## src/twrtc_pkg.sv

```systemverilog
// Shared types and constants for the three-wire serial clock-chip master.
package twrtc_pkg;

  // Number of bytes moved by a burst transfer and held in the burst buffer.
  localparam int unsigned BURST_BYTES = 8;
  localparam int unsigned BufIdxW     = (BURST_BYTES > 1) ? $clog2(BURST_BYTES) : 1;
  localparam int unsigned BytePosW    = $clog2(BURST_BYTES + 2);

  // Command codes carried by a request.
  localparam logic [2:0] CMD_TICK   = 3'd0;
  localparam logic [2:0] CMD_WRITE  = 3'd1;
  localparam logic [2:0] CMD_READ   = 3'd2;
  localparam logic [2:0] CMD_BREAD  = 3'd3;
  localparam logic [2:0] CMD_BWRITE = 3'd4;
  localparam logic [2:0] CMD_LOAD   = 3'd5;

  // Fixed command bytes for burst transfers and the read flag.
  localparam logic [7:0] BREAD_CMD_BYTE  = 8'hbf;
  localparam logic [7:0] BWRITE_CMD_BYTE = 8'hbe;
  localparam logic [7:0] READ_FLAG       = 8'h01;

  // Register map (word index) and reset values.
  localparam int unsigned PADDR_W        = 4;
  localparam logic [1:0]  REG_CLK_HIGH   = 2'd0;
  localparam logic [1:0]  REG_CLK_LOW    = 2'd1;
  localparam logic [1:0]  REG_GUARD      = 2'd2;
  localparam logic [7:0]  CLK_HIGH_RESET = 8'd50;
  localparam logic [7:0]  CLK_LOW_RESET  = 8'd1;
  localparam logic [7:0]  GUARD_RESET    = 8'd100;

  typedef struct packed {
    logic [2:0] command;
    logic [7:0] address_byte;
    logic [7:0] write_data;
    logic [2:0] buffer_slot;
    logic       pin_in;
  } req_t;

  typedef struct packed {
    logic       chip_enable;
    logic       serial_clock;
    logic       pin_out;
    logic       pin_drive;
    logic       busy_res;
    logic       read_valid;
    logic [7:0] read_data;
    logic       read_last;
    logic       rejected;
  } res_t;

endpackage

```

## src/three_wire_rtc_serial_master.sv

```systemverilog
// Top level of the three-wire serial clock-chip master: pin sequencer and channels.
//
//   Channel   Direction  Handshake                 Payload
//   request   in         in_valid_i / in_stall_o   in_req_i  (req_t, one tick)
//   result    out        out_valid_o / out_stall_i out_res_o (res_t, pin levels)
//   config    in         APB write/read            clock_high, clock_low, guard
//
// Every request is one tick of the pin sequencer and yields exactly one result.
// A request is taken in every cycle unless the skid register is full. Its result
// is registered into the output register, or, while the output is stalled, into
// a skid register behind it that absorbs one result; in_stall_o rises only while
// that skid register is full. The sequencer state and the pin levels advance only
// on accepted requests, so stalls on either side only stretch time, never the pin
// waveform. Reset (rst_ni low, asynchronous) returns the sequencer to idle with all
// pins low and not driven, and loads the timing registers with 50, 1 and 100.
module three_wire_rtc_serial_master import twrtc_pkg::*; (
  input  logic               clk_i,
  input  logic               rst_ni,
  input  logic               in_valid_i,
  output logic               in_stall_o,
  input  req_t               in_req_i,
  output logic               out_valid_o,
  input  logic               out_stall_i,
  output res_t               out_res_o,
  input  logic               psel,
  input  logic               penable,
  input  logic               pwrite,
  input  logic [PADDR_W-1:0] paddr,
  input  logic [31:0]        pwdata,
  output logic [31:0]        prdata,
  output logic               pready
);

  typedef enum logic [2:0] {
    PH_IDLE, PH_GUARD_ON, PH_LOW, PH_HIGH, PH_GUARD_OFF
  } phase_e;

  typedef enum logic [1:0] {
    K_WRITE, K_READ, K_BREAD, K_BWRITE
  } kind_e;

  // A timing register of zero behaves as one tick.
  function automatic logic [7:0] at_least_one(logic [7:0] v);
    at_least_one = (v == 8'd0) ? 8'd1 : v;
  endfunction

  // The data pin is an input while data bytes of a read are clocked in.
  function automatic logic receiving(kind_e k, logic [BytePosW-1:0] pos);
    receiving = (pos != '0) && (k == K_READ || k == K_BREAD);
  endfunction

  // Configuration registers. The APB port never waits.
  logic [7:0] clk_high_q, clk_low_q, guard_q;
  logic       cfg_we;

  assign pready = 1'b1;
  assign cfg_we = psel && penable && pwrite && pready;

  always_ff @(posedge clk_i or negedge rst_ni) begin
    if (!rst_ni) begin
      clk_high_q <= CLK_HIGH_RESET;
      clk_low_q  <= CLK_LOW_RESET;
      guard_q    <= GUARD_RESET;
    end else if (cfg_we) begin
      case (paddr[3:2])
        REG_CLK_HIGH: clk_high_q <= pwdata[7:0];
        REG_CLK_LOW:  clk_low_q  <= pwdata[7:0];
        REG_GUARD:    guard_q    <= pwdata[7:0];
        default:      ;
      endcase
    end
  end

  always_comb begin
    case (paddr[3:2])
      REG_CLK_HIGH: prdata = {24'd0, clk_high_q};
      REG_CLK_LOW:  prdata = {24'd0, clk_low_q};
      REG_GUARD:    prdata = {24'd0, guard_q};
      default:      prdata = 32'd0;
    endcase
  end

  // Sequencer state.
  phase_e              phase_q, phase_d;
  kind_e               kind_q, kind_d;
  logic [2:0]          bit_q, bit_d;
  logic [BytePosW-1:0] byte_q, byte_d;
  logic [7:0]          shift_q, shift_d;
  logic [7:0]          pend_q, pend_d;
  logic [7:0]          dly_q, dly_d;
  logic                ce_q, ce_d, sclk_q, sclk_d, pout_q, pout_d, pdrv_q, pdrv_d;

  // Burst buffer; its contents are undefined until loaded.
  logic [7:0]          burst_mem_q [BURST_BYTES];
  logic                mem_we;
  logic [BufIdxW-1:0]  mem_wa;
  logic [7:0]          mem_wd;

  // Output register and skid register.
  logic                out_valid_q, skid_valid_q;
  res_t                out_q, skid_q, res_d;
  logic                accept, out_free;

  logic                go_low;
  logic [BytePosW-1:0] total;

  assign accept   = in_valid_i && !skid_valid_q;
  assign out_free = !out_valid_q || !out_stall_i;

  always_comb begin
    phase_d = phase_q;
    kind_d  = kind_q;
    bit_d   = bit_q;
    byte_d  = byte_q;
    shift_d = shift_q;
    pend_d  = pend_q;
    dly_d   = dly_q;
    ce_d    = ce_q;
    sclk_d  = sclk_q;
    pout_d  = pout_q;
    pdrv_d  = pdrv_q;
    mem_we  = 1'b0;
    mem_wa  = '0;
    mem_wd  = in_req_i.write_data;
    go_low  = 1'b0;
    res_d   = '0;
    total   = (kind_q == K_BREAD || kind_q == K_BWRITE) ?
              BytePosW'(BURST_BYTES) : BytePosW'(1);

    if (phase_q == PH_IDLE) begin
      if (in_req_i.command >= CMD_WRITE && in_req_i.command <= CMD_BWRITE) begin
        kind_d = kind_e'(2'(in_req_i.command - CMD_WRITE));
        case (in_req_i.command)
          CMD_WRITE: shift_d = in_req_i.address_byte;
          CMD_READ:  shift_d = in_req_i.address_byte | READ_FLAG;
          CMD_BREAD: shift_d = BREAD_CMD_BYTE;
          default:   shift_d = BWRITE_CMD_BYTE;
        endcase
        pend_d  = in_req_i.write_data;
        bit_d   = 3'd0;
        byte_d  = '0;
        phase_d = PH_GUARD_ON;
        dly_d   = at_least_one(guard_q);
        ce_d    = 1'b1;
        sclk_d  = 1'b0;
        pdrv_d  = 1'b1;
      end else if (in_req_i.command == CMD_LOAD &&
                   32'(in_req_i.buffer_slot) < BURST_BYTES) begin
        mem_we = 1'b1;
        mem_wa = BufIdxW'(in_req_i.buffer_slot);
      end
    end else begin
      res_d.rejected = (in_req_i.command >= CMD_WRITE && in_req_i.command <= CMD_LOAD);
      if (dly_q > 8'd1) begin
        dly_d = dly_q - 8'd1;
      end else begin
        case (phase_q)
          PH_GUARD_ON: go_low = 1'b1;
          PH_LOW: begin
            if (receiving(kind_q, byte_q) && in_req_i.pin_in) begin
              shift_d[bit_q] = 1'b1;
            end
            phase_d = PH_HIGH;
            sclk_d  = 1'b1;
            dly_d   = at_least_one(clk_high_q);
          end
          PH_HIGH: begin
            sclk_d = 1'b0;
            if (bit_q < 3'd7) begin
              bit_d  = bit_q + 3'd1;
              go_low = 1'b1;
            end else begin
              if (receiving(kind_q, byte_q)) begin
                res_d.read_valid = 1'b1;
                res_d.read_data  = shift_q;
                res_d.read_last  = (byte_q >= total);
                if (kind_q == K_BREAD && byte_q <= BytePosW'(BURST_BYTES)) begin
                  mem_we = 1'b1;
                  mem_wa = BufIdxW'(byte_q - BytePosW'(1));
                  mem_wd = shift_q;
                end
              end
              byte_d = byte_q + BytePosW'(1);
              bit_d  = 3'd0;
              if (byte_d > total) begin
                phase_d = PH_GUARD_OFF;
                dly_d   = at_least_one(guard_q);
              end else begin
                case (kind_q)
                  K_WRITE:  shift_d = pend_q;
                  K_BWRITE: shift_d = burst_mem_q[BufIdxW'(byte_d - BytePosW'(1))];
                  default:  shift_d = 8'd0;
                endcase
                go_low = 1'b1;
              end
            end
          end
          default: begin
            phase_d = PH_IDLE;
            ce_d    = 1'b0;
            sclk_d  = 1'b0;
          end
        endcase
      end
    end

    // Start of a low clock phase: present the next bit or release the pin.
    if (go_low) begin
      phase_d = PH_LOW;
      sclk_d  = 1'b0;
      dly_d   = at_least_one(clk_low_q);
      if (receiving(kind_d, byte_d)) begin
        pdrv_d = 1'b0;
      end else begin
        pdrv_d = 1'b1;
        pout_d = shift_d[bit_d];
      end
    end

    res_d.chip_enable  = ce_d;
    res_d.serial_clock = sclk_d;
    res_d.pin_out      = pout_d;
    res_d.pin_drive    = pdrv_d;
    res_d.busy_res     = (phase_d != PH_IDLE);
  end

  always_ff @(posedge clk_i or negedge rst_ni) begin
    if (!rst_ni) begin
      phase_q      <= PH_IDLE;
      kind_q       <= K_WRITE;
      bit_q        <= 3'd0;
      byte_q       <= '0;
      shift_q      <= 8'd0;
      pend_q       <= 8'd0;
      dly_q        <= 8'd0;
      ce_q         <= 1'b0;
      sclk_q       <= 1'b0;
      pout_q       <= 1'b0;
      pdrv_q       <= 1'b0;
      out_valid_q  <= 1'b0;
      skid_valid_q <= 1'b0;
    end else begin
      if (accept) begin
        phase_q <= phase_d;
        kind_q  <= kind_d;
        bit_q   <= bit_d;
        byte_q  <= byte_d;
        shift_q <= shift_d;
        pend_q  <= pend_d;
        dly_q   <= dly_d;
        ce_q    <= ce_d;
        sclk_q  <= sclk_d;
        pout_q  <= pout_d;
        pdrv_q  <= pdrv_d;
      end
      if (out_free) begin
        out_valid_q  <= skid_valid_q || accept;
        skid_valid_q <= 1'b0;
      end else if (accept) begin
        skid_valid_q <= 1'b1;
      end
    end
  end

  // Result payload: the skid entry drains first, so results keep their order.
  always_ff @(posedge clk_i) begin
    if (out_free) begin
      if (skid_valid_q) begin
        out_q <= skid_q;
      end else if (accept) begin
        out_q <= res_d;
      end
    end else if (accept) begin
      skid_q <= res_d;
    end
  end

  always_ff @(posedge clk_i) begin
    if (accept && mem_we) begin
      burst_mem_q[mem_wa] <= mem_wd;
    end
  end

  assign in_stall_o  = skid_valid_q;
  assign out_valid_o = out_valid_q;
  assign out_res_o   = out_q;

endmodule

```

## config.mk

```make
export PLATFORM = sky130hd
export DESIGN_NAME = three_wire_rtc_serial_master
export DESIGN_NICKNAME = d
export VERILOG_FILES = /design/src/twrtc_pkg.sv /design/src/three_wire_rtc_serial_master.sv
export SDC_FILE = /design/constraint.sdc
export NUM_CORES = 1
export LEC_CHECK = 0
export BUFFER_PORTS_ARGS = -buffer_cell sky130_fd_sc_hd__buf_2
export CORE_ASPECT_RATIO = 0.8
export CORE_UTILIZATION = 52
export DETAILED_ROUTE_END_ITERATION = 12
export PLACE_DENSITY_LB_ADDON = 0.15
export SKIP_CTS_REPAIR_TIMING = 1
export SLEW_MARGIN = 20
export SYNTH_ARGS = -nofsm -noshare
export SYNTH_HDL_FRONTEND = slang
export SYNTH_SLANG_ARGS = --single-unit
export TNS_END_PERCENT = 100
```

## constraint.sdc

```tcl
create_clock -name clk_i -period 4 [get_ports clk_i]
set_clock_uncertainty 0.1 [all_clocks]
set_input_delay 1 -clock clk_i [delete_from_list [all_inputs] [get_ports clk_i]]
set_output_delay 1 -clock clk_i [all_outputs]
set_load 0.01 [all_outputs]
```

Word level (Yosys, flattened, before mapping). Memory sizes are Yosys's and may differ from the RTL's. Index checks and enable logic that the tools add are counted.

Register bits after elaboration: 98. Bits in writable memories: 64. Input bits: 66. Output and inout port bits: 51. Logic and storage cells: 207. Memories: 1.

Memory list: burst_mem_q (words 8, width 8, read ports 1, clocked after memory_dff 0, wr ports 1, RTL line three_wire_rtc_serial_master.sv:94) `logic [7:0] burst_mem_q [BURST_BYTES];`.

Add/sub/neg operators: 6. Magnitude comparators: 11. Equal/unequal tests: 17. Multiplexer cells: 97. Bitwise operators: 2. Reduce and logical (&&, ||, !) cells: 39.

Operators by type and width (number): $mux 8 (21); $mux 3 (19); $pmux 8 s2 (3); $pmux 8 s3 (2); $mux 10 (4); $mux 1 (32); $mux 16 (2); $logic_not 8->1 (3); $mux 4 (6); $eq 3x2->1 const B (4); $logic_and 1x1->1 (11); $mux 11 (1); $ne 5x5->1 const B (2); $reduce_and 2->1 (5); $pmux 3 s3 (1); $eq 2x2->1 const B (4); $gt 8x1->1 const B (1); $lt 3x4->1 const B (2); $or 8x8->8 (1); $reduce_bool 4->1 (2); $sub 8x1->8 const B (1); $eq 2x1->1 const B (3); $eq 3x1->1 const B (2); $ge 3x1->1 const B (2); 26 further kinds (38).

Longest topological paths before layout.
Depth in word-level cells: 15. Depth in mapped cells: 14. Mapped depth without buffers: 12.

Worst setup path before layout. OpenSTA, ideal clock, no wires.

Kind: register -> register. From: register byte_q[0]. To: register out_q (netlist bit out_res_o[12]) (data pin). Library setup time: 0.260 ns. Arrival: 3.357 ns. Required time: 3.640 ns. Path slack: 0.283 ns. Cell stages (with the launch flop): 15. Path buffers: 5. Period minus slack after synthesis: 3.717 ns. Cell sequence: dfrtp_1 > clkbuf_1 > clkbuf_1 > inv_1 > ha_1 > buf_2 > buf_2 > clkbuf_1 > nor2_1 > nand4_1 > o311ai_0 > o21ai_0 > a21oi_1 > a211o_1 > mux2_2.

Word-level cells in the longest chain between the ends: 11. Elaborated cells on any way between the ends: 18. Classes of those cells: add/sub: 1; order compare: 1; mux: 14; reduce/logical: 2.

RTL lines: start, declared (RTL line three_wire_rtc_serial_master.sv:87) `logic [BytePosW-1:0] byte_q, byte_d;`; start signal, assigned (RTL line three_wire_rtc_serial_master.sv:247) `byte_q <= byte_d;`; branches (longest 8 deep; another with $add 4x1->4); $mux 1 (*) (RTL line three_wire_rtc_serial_master.sv:208) `if (go_low) begin`; net pdrv_d (RTL line three_wire_rtc_serial_master.sv:91) `logic ce_q, ce_d, sclk_q, sclk_d, pout_q, pout_d, pdrv_q, pdrv_d;`; $mux 16 (*) (RTL line three_wire_rtc_serial_master.sv:270) `end else if (accept) begin`; $mux 16 (*) (RTL line three_wire_rtc_serial_master.sv:268) `if (skid_valid_q) begin`; end signal, assigned (RTL line three_wire_rtc_serial_master.sv:269) `out_q <= skid_q;`; end signal, assigned (RTL line three_wire_rtc_serial_master.sv:271) `out_q <= res_d;`; end, declared (RTL line three_wire_rtc_serial_master.sv:101) `res_t out_q, skid_q, res_d;`.

Mark *: on every way through the listed nets, which the timed path passes. The select of a mux whose other input is x is not followed. A chain may end at the register's enable or synchronous reset.

Worst setup path in the final report.
From: register byte_q[0]. To: register out_q (netlist bit out_res_o[13]) (data pin).

Word-level cells in the longest chain between the ends: 15. Elaborated cells on any way between the ends: 32. Classes of those cells: add/sub: 2; order compare: 1; mux: 23; reduce/logical: 5; memory: 1.

RTL lines: $add 4x1->4 (RTL line three_wire_rtc_serial_master.sv:183) `byte_d = byte_q + BytePosW'(1);`; $sub 3x1->3 (RTL line three_wire_rtc_serial_master.sv:191) `K_BWRITE: shift_d = burst_mem_q[BufIdxW'(byte_d - BytePosW'(1))];`; $mem_v2 8x8; $pmux 8 s2 (RTL line three_wire_rtc_serial_master.sv:189) `case (kind_q)`; $mux 8 (RTL line three_wire_rtc_serial_master.sv:185) `if (byte_d > total) begin`; $mux 8 (RTL line three_wire_rtc_serial_master.sv:169) `if (bit_q < 3'd7) begin`; $pmux 8 s2 (RTL line three_wire_rtc_serial_master.sv:157) `case (phase_q)`; $mux 8 (RTL line three_wire_rtc_serial_master.sv:154) `if (dly_q > 8'd1) begin`; $mux 8 (RTL line three_wire_rtc_serial_master.sv:130) `if (phase_q == PH_IDLE) begin`; $bmux 1 s3 (RTL line three_wire_rtc_serial_master.sv:216) `pout_d = shift_d[bit_d];`; $mux 1 (implied by the code) (RTL line three_wire_rtc_serial_master.sv:216); $mux 1 (RTL line three_wire_rtc_serial_master.sv:212) `if (receiving(kind_d, byte_d)) begin`; $mux 1 (*) (RTL line three_wire_rtc_serial_master.sv:208); $mux 16 (*) (RTL line three_wire_rtc_serial_master.sv:270); $mux 16 (*) (RTL line three_wire_rtc_serial_master.sv:268).

Mark *: on every way between the ends. The rest lies on a longest branch, timed or not. The select of a mux whose other input is x is not followed.

==> results.md <==
Clock network:
- The clock root buffer is clkbuf_16.
- The clock slew at the register clock pins of the worst setup and hold paths is 60 ps.
- The CTS tree is built.
- The clock latency on the worst-skew pair is 430 ps.
- CTS saw 162 sinks.
- The maximum level of the CTS H-tree is 4.
- The clock tree buffer depth is 2.
- The number of clock buffers added by TritonCTS is 17.

STA:
- In the post-route analysis, the smallest setup slack over all paths is 212 ps.
- After routing, the total negative slack on setup checks comes to 0 ps.
- Setup repair after global routing left no endpoint under its margin.
- Hold timing on the final database bottoms out at a slack of 400 ps.
- The worst pin sits at a relative slew slack of 47.4%.
- Setup violations remaining at the end of the flow were counted as 0.
- The worst path uses 94.7% of the clock period.
- The maximum operating frequency is 264 MHz.
- The number of endpoints with negative hold slack in the final report came to 0.
- At the pin with the least slew margin, the transition time is 790 ps.
- The minimum clock period after layout is 3790 ps.
- The final count of pins violating max slew is 0.

Critical path:
- The critical path is of the flip-flop to flip-flop type.
- Data arrives at the worst endpoint at 3840 ps.
- The worst setup path is captured at a flip-flop.
- The most critical setup path has its startpoint at byte_q[0].
- The startpoint identified for the worst register-to-register timing path is byte_q[0].
- The maximum fanout along the worst path is 12.
- The reg2reg setup slack is 210 ps.
- The data required time at the worst endpoint is 4050 ps.
- The worst setup path is launched from a flip-flop.

Route:
- Dividing the detail-routed via count by the number of cells gives 6.08.
- For this run, the detailed router's first-pass iteration total came to 5.
- After detailed routing, the average wire length per cell comes to 20.7 um.
- The violation count after the first detailed-route iteration is 623.
- The vias after detailed routing is 6636.
- Summed over all layers, the routed wires come to 22600 um.
- The remaining routing DRC violations is 0.
- The number of antenna-violating nets in the routed design is 0.

Layout:
- The number of nets in the layout is 943.
- The final standard cell area without fillers is 9780 um2.
- For this run, the share of the core covered by cells in the final layout is 61.5%.
- In the final layout, the share of cells above drive strength 1 is 24.7%.
- The count of cells in the finished layout, fillers not included, comes to 1092.
- The number of antenna diodes in the final layout is 0.
- The number of filler cells placed in the layout is 1309.
- Relative to the synthesized area, the layout overhead comes to 14.4%.

Power and ir drop:
- The register share of total power is 38.6%.
- In this run switching power makes up 37.6% of total power.
- The maximum resistive drop on vdd is 0.000336 V.
- In this run the power spent charging and discharging nets is 2.34 mW.
- The leakage power is 4.03 nW.
- The portion of total power attributed to combinational logic is 36.6%.
- Overall power consumption after layout is estimated at 6.23 mW.
- The power density over cell area is 637 nW/um2.
- The internal power consumption is 3.89 mW.
- The clock group share of total power is 24.8%.

Logic synthesis:
- The most common cell in the synthesized netlist is nand2_1.
- The commonest cells after synthesis are nand2_1 (113), edfxtp_1 (96), dfrtp_1 (59).
- The area fraction of the dominant cell type after synthesis is 33.7%.
- The number of register bits inferred by synthesis is 162.
- The summed instance area of the synthesized netlist is 8550 um2.
- The share of the Yosys chip area taken by registers is 53.1%.
- The top flip-flop cell by instance count after synthesis is edfxtp_1.
- The count of mapped cells out of synthesis is 778.
- The cell taking the most area after synthesis is edfxtp_1.
- Yosys mapped the design onto 69 distinct sky130hd cell types.
- Yosys attributes the largest share of cell area to edfxtp_1 (34%), dfrtp_1 (17%), mux2_2 (6.6%).
- The number of flops mapped to enable cells by yosys is 96.
- For this run, the number of Yosys warnings is 0.
- Each instance of the synthesized netlist takes up on average 11.0 um2.
- The proportion of synthesized flip-flops having asynchronous set or reset is 40.7%.

Placement:
- The number of placed instances, taps included is 1060.
- Routability-driven placement finished with a final weighted congestion of 0.955.
- Detailed placement ended at an HPWL of 16400 um.
- The instance area after placement is 9230 um2.
- The worst slack at placement is 91.5 ps.
- Input and output buffers added on the ports amount to 65.

Die:
- The core box area is 15900 um2.
- The die height is 117 um.
- The area of the die is 17000 um2.
- The standard-cell row count is 41.
- 117 I/O pins were placed.
- The initial utilization of the core area, before any placement, comes to 53.8%.
- The floorplan step set the die width to 145 um.

GRT:
- The initial antenna violation count is 0.
- The via count of the first global-routing pass is 6321.
- The final global-route overflow total is 0.
- The first-pass GRT wire length is 35200 um.
- The overall routing resource usage is 27.6%.
- The maximum number of pins on one net before global-route repair is 30.

Outcome:
- The flow ran to the end, and the final reports show no timing, DRC or antenna violations.

Worst hold path:
- The hold path startpoint is ce_q.
- In this run the worst hold path is classified as flip-flop to flip-flop.

Run:
- Across the run, the number of max-cap violations was 0.
cells by family after synthesis:
kind of cell	synth area share (%)
DFF	53.1
buffers and inverters	4.96
adders and majority gates	1.90
xor gates and xnor gates	0.922
and+or+nand+nor	14.5
AOI/OAI and AO/OA	13.0
other	0.0878
muxes	11.6
final timing paths:
path / to / depth (start not counted)
worst max-delay path: out_res_o[13] / 11
worst min-delay path: ce_q / 1
worst max register to register: out_res_o[13] / 11
worst min register to register: ce_q / 1
max in group asynchronous: clk_low_q[0] / 2
min in group asynchronous: in_stall_o / 1
cell usage in the layout, fill, tap and decap left out, types with 12 or more instances in the layout:
cell type | netlist | final
a21oi_1 | 30 | 30
a221oi_1 | 14 | 14
and2_1 | 12 | 12
buf_2 | 6 | 65
buf_4 | 25 | 47
clkbuf_16 | 0 | 17
conb_1 | 2 | 25
dfrtp_1 | 59 | 59
edfxtp_1 | 96 | 96
ha_1 | 13 | 13
inv_1 | 16 | 16
mux2_2 | 50 | 50
mux2i_1 | 29 | 29
nand2_1 | 113 | 113
nor2_1 | 53 | 53
o21ai_0 | 41 | 41
routing by layer:
layer  global-route usage [%]  vias to the layer above  wire [um]
met4                     9.33                        0        349
met1                     39.8                     3278      10500
li1                         -                     3021          -
met3                     4.38                       32       1540
met2                     42.9                      305      10200
met5                        0                        -          0
state kept, by name (all words and copies together), names as in the netlist:
signal and cells:
phase_q 3, clk_high_q 8, pout_q 1, clk_low_q 8, kind_q 2, dly_q 8
ce_q 1, burst_mem_q 64, out_res_o 16, shift_q 8, pend_q 8, pdrv_q 1
guard_q 8, byte_q 4, bit_q 3, sclk_q 1, skid_q 16, in_stall_o 1
out_valid_o 1
critical path: stages, from the launching register on:
cell	delay, ps
dfrtp_1	480
inv_1	150
ha_1	710
buf_4	260
mux2_2	340
a222oi_1	380
a211o_1	230
mux2_2	190
a21oi_1	110
o221ai_1	210
and4_1	260
o31ai_1	70
power by group through the flow:
stage               Sequential, mW  Clock (mW)  Combinational [mW]
floorplan                     2.28           0                1.66
global placement              2.41           0                2.18
detailed placement            2.43           0                2.22
CTS                           2.40        1.57                2.24
global route                  2.44        1.63                2.48
finish                        2.41        1.55                2.28
final cells by class:
class / count / area (um2) / area share [%]
timing repair buffer: 112 / 678 / 6.93
sequential: 162 / 4540 / 46.5
clock inverter: 12 / 109 / 1.11
inverter: 16 / 60.1 / 0.614
clock buffer: 20 / 447 / 4.57
tap: 215 / 269 / 2.75
multi-input combinational: 555 / 3670 / 37.6
(Power assumes the default switching activity.)
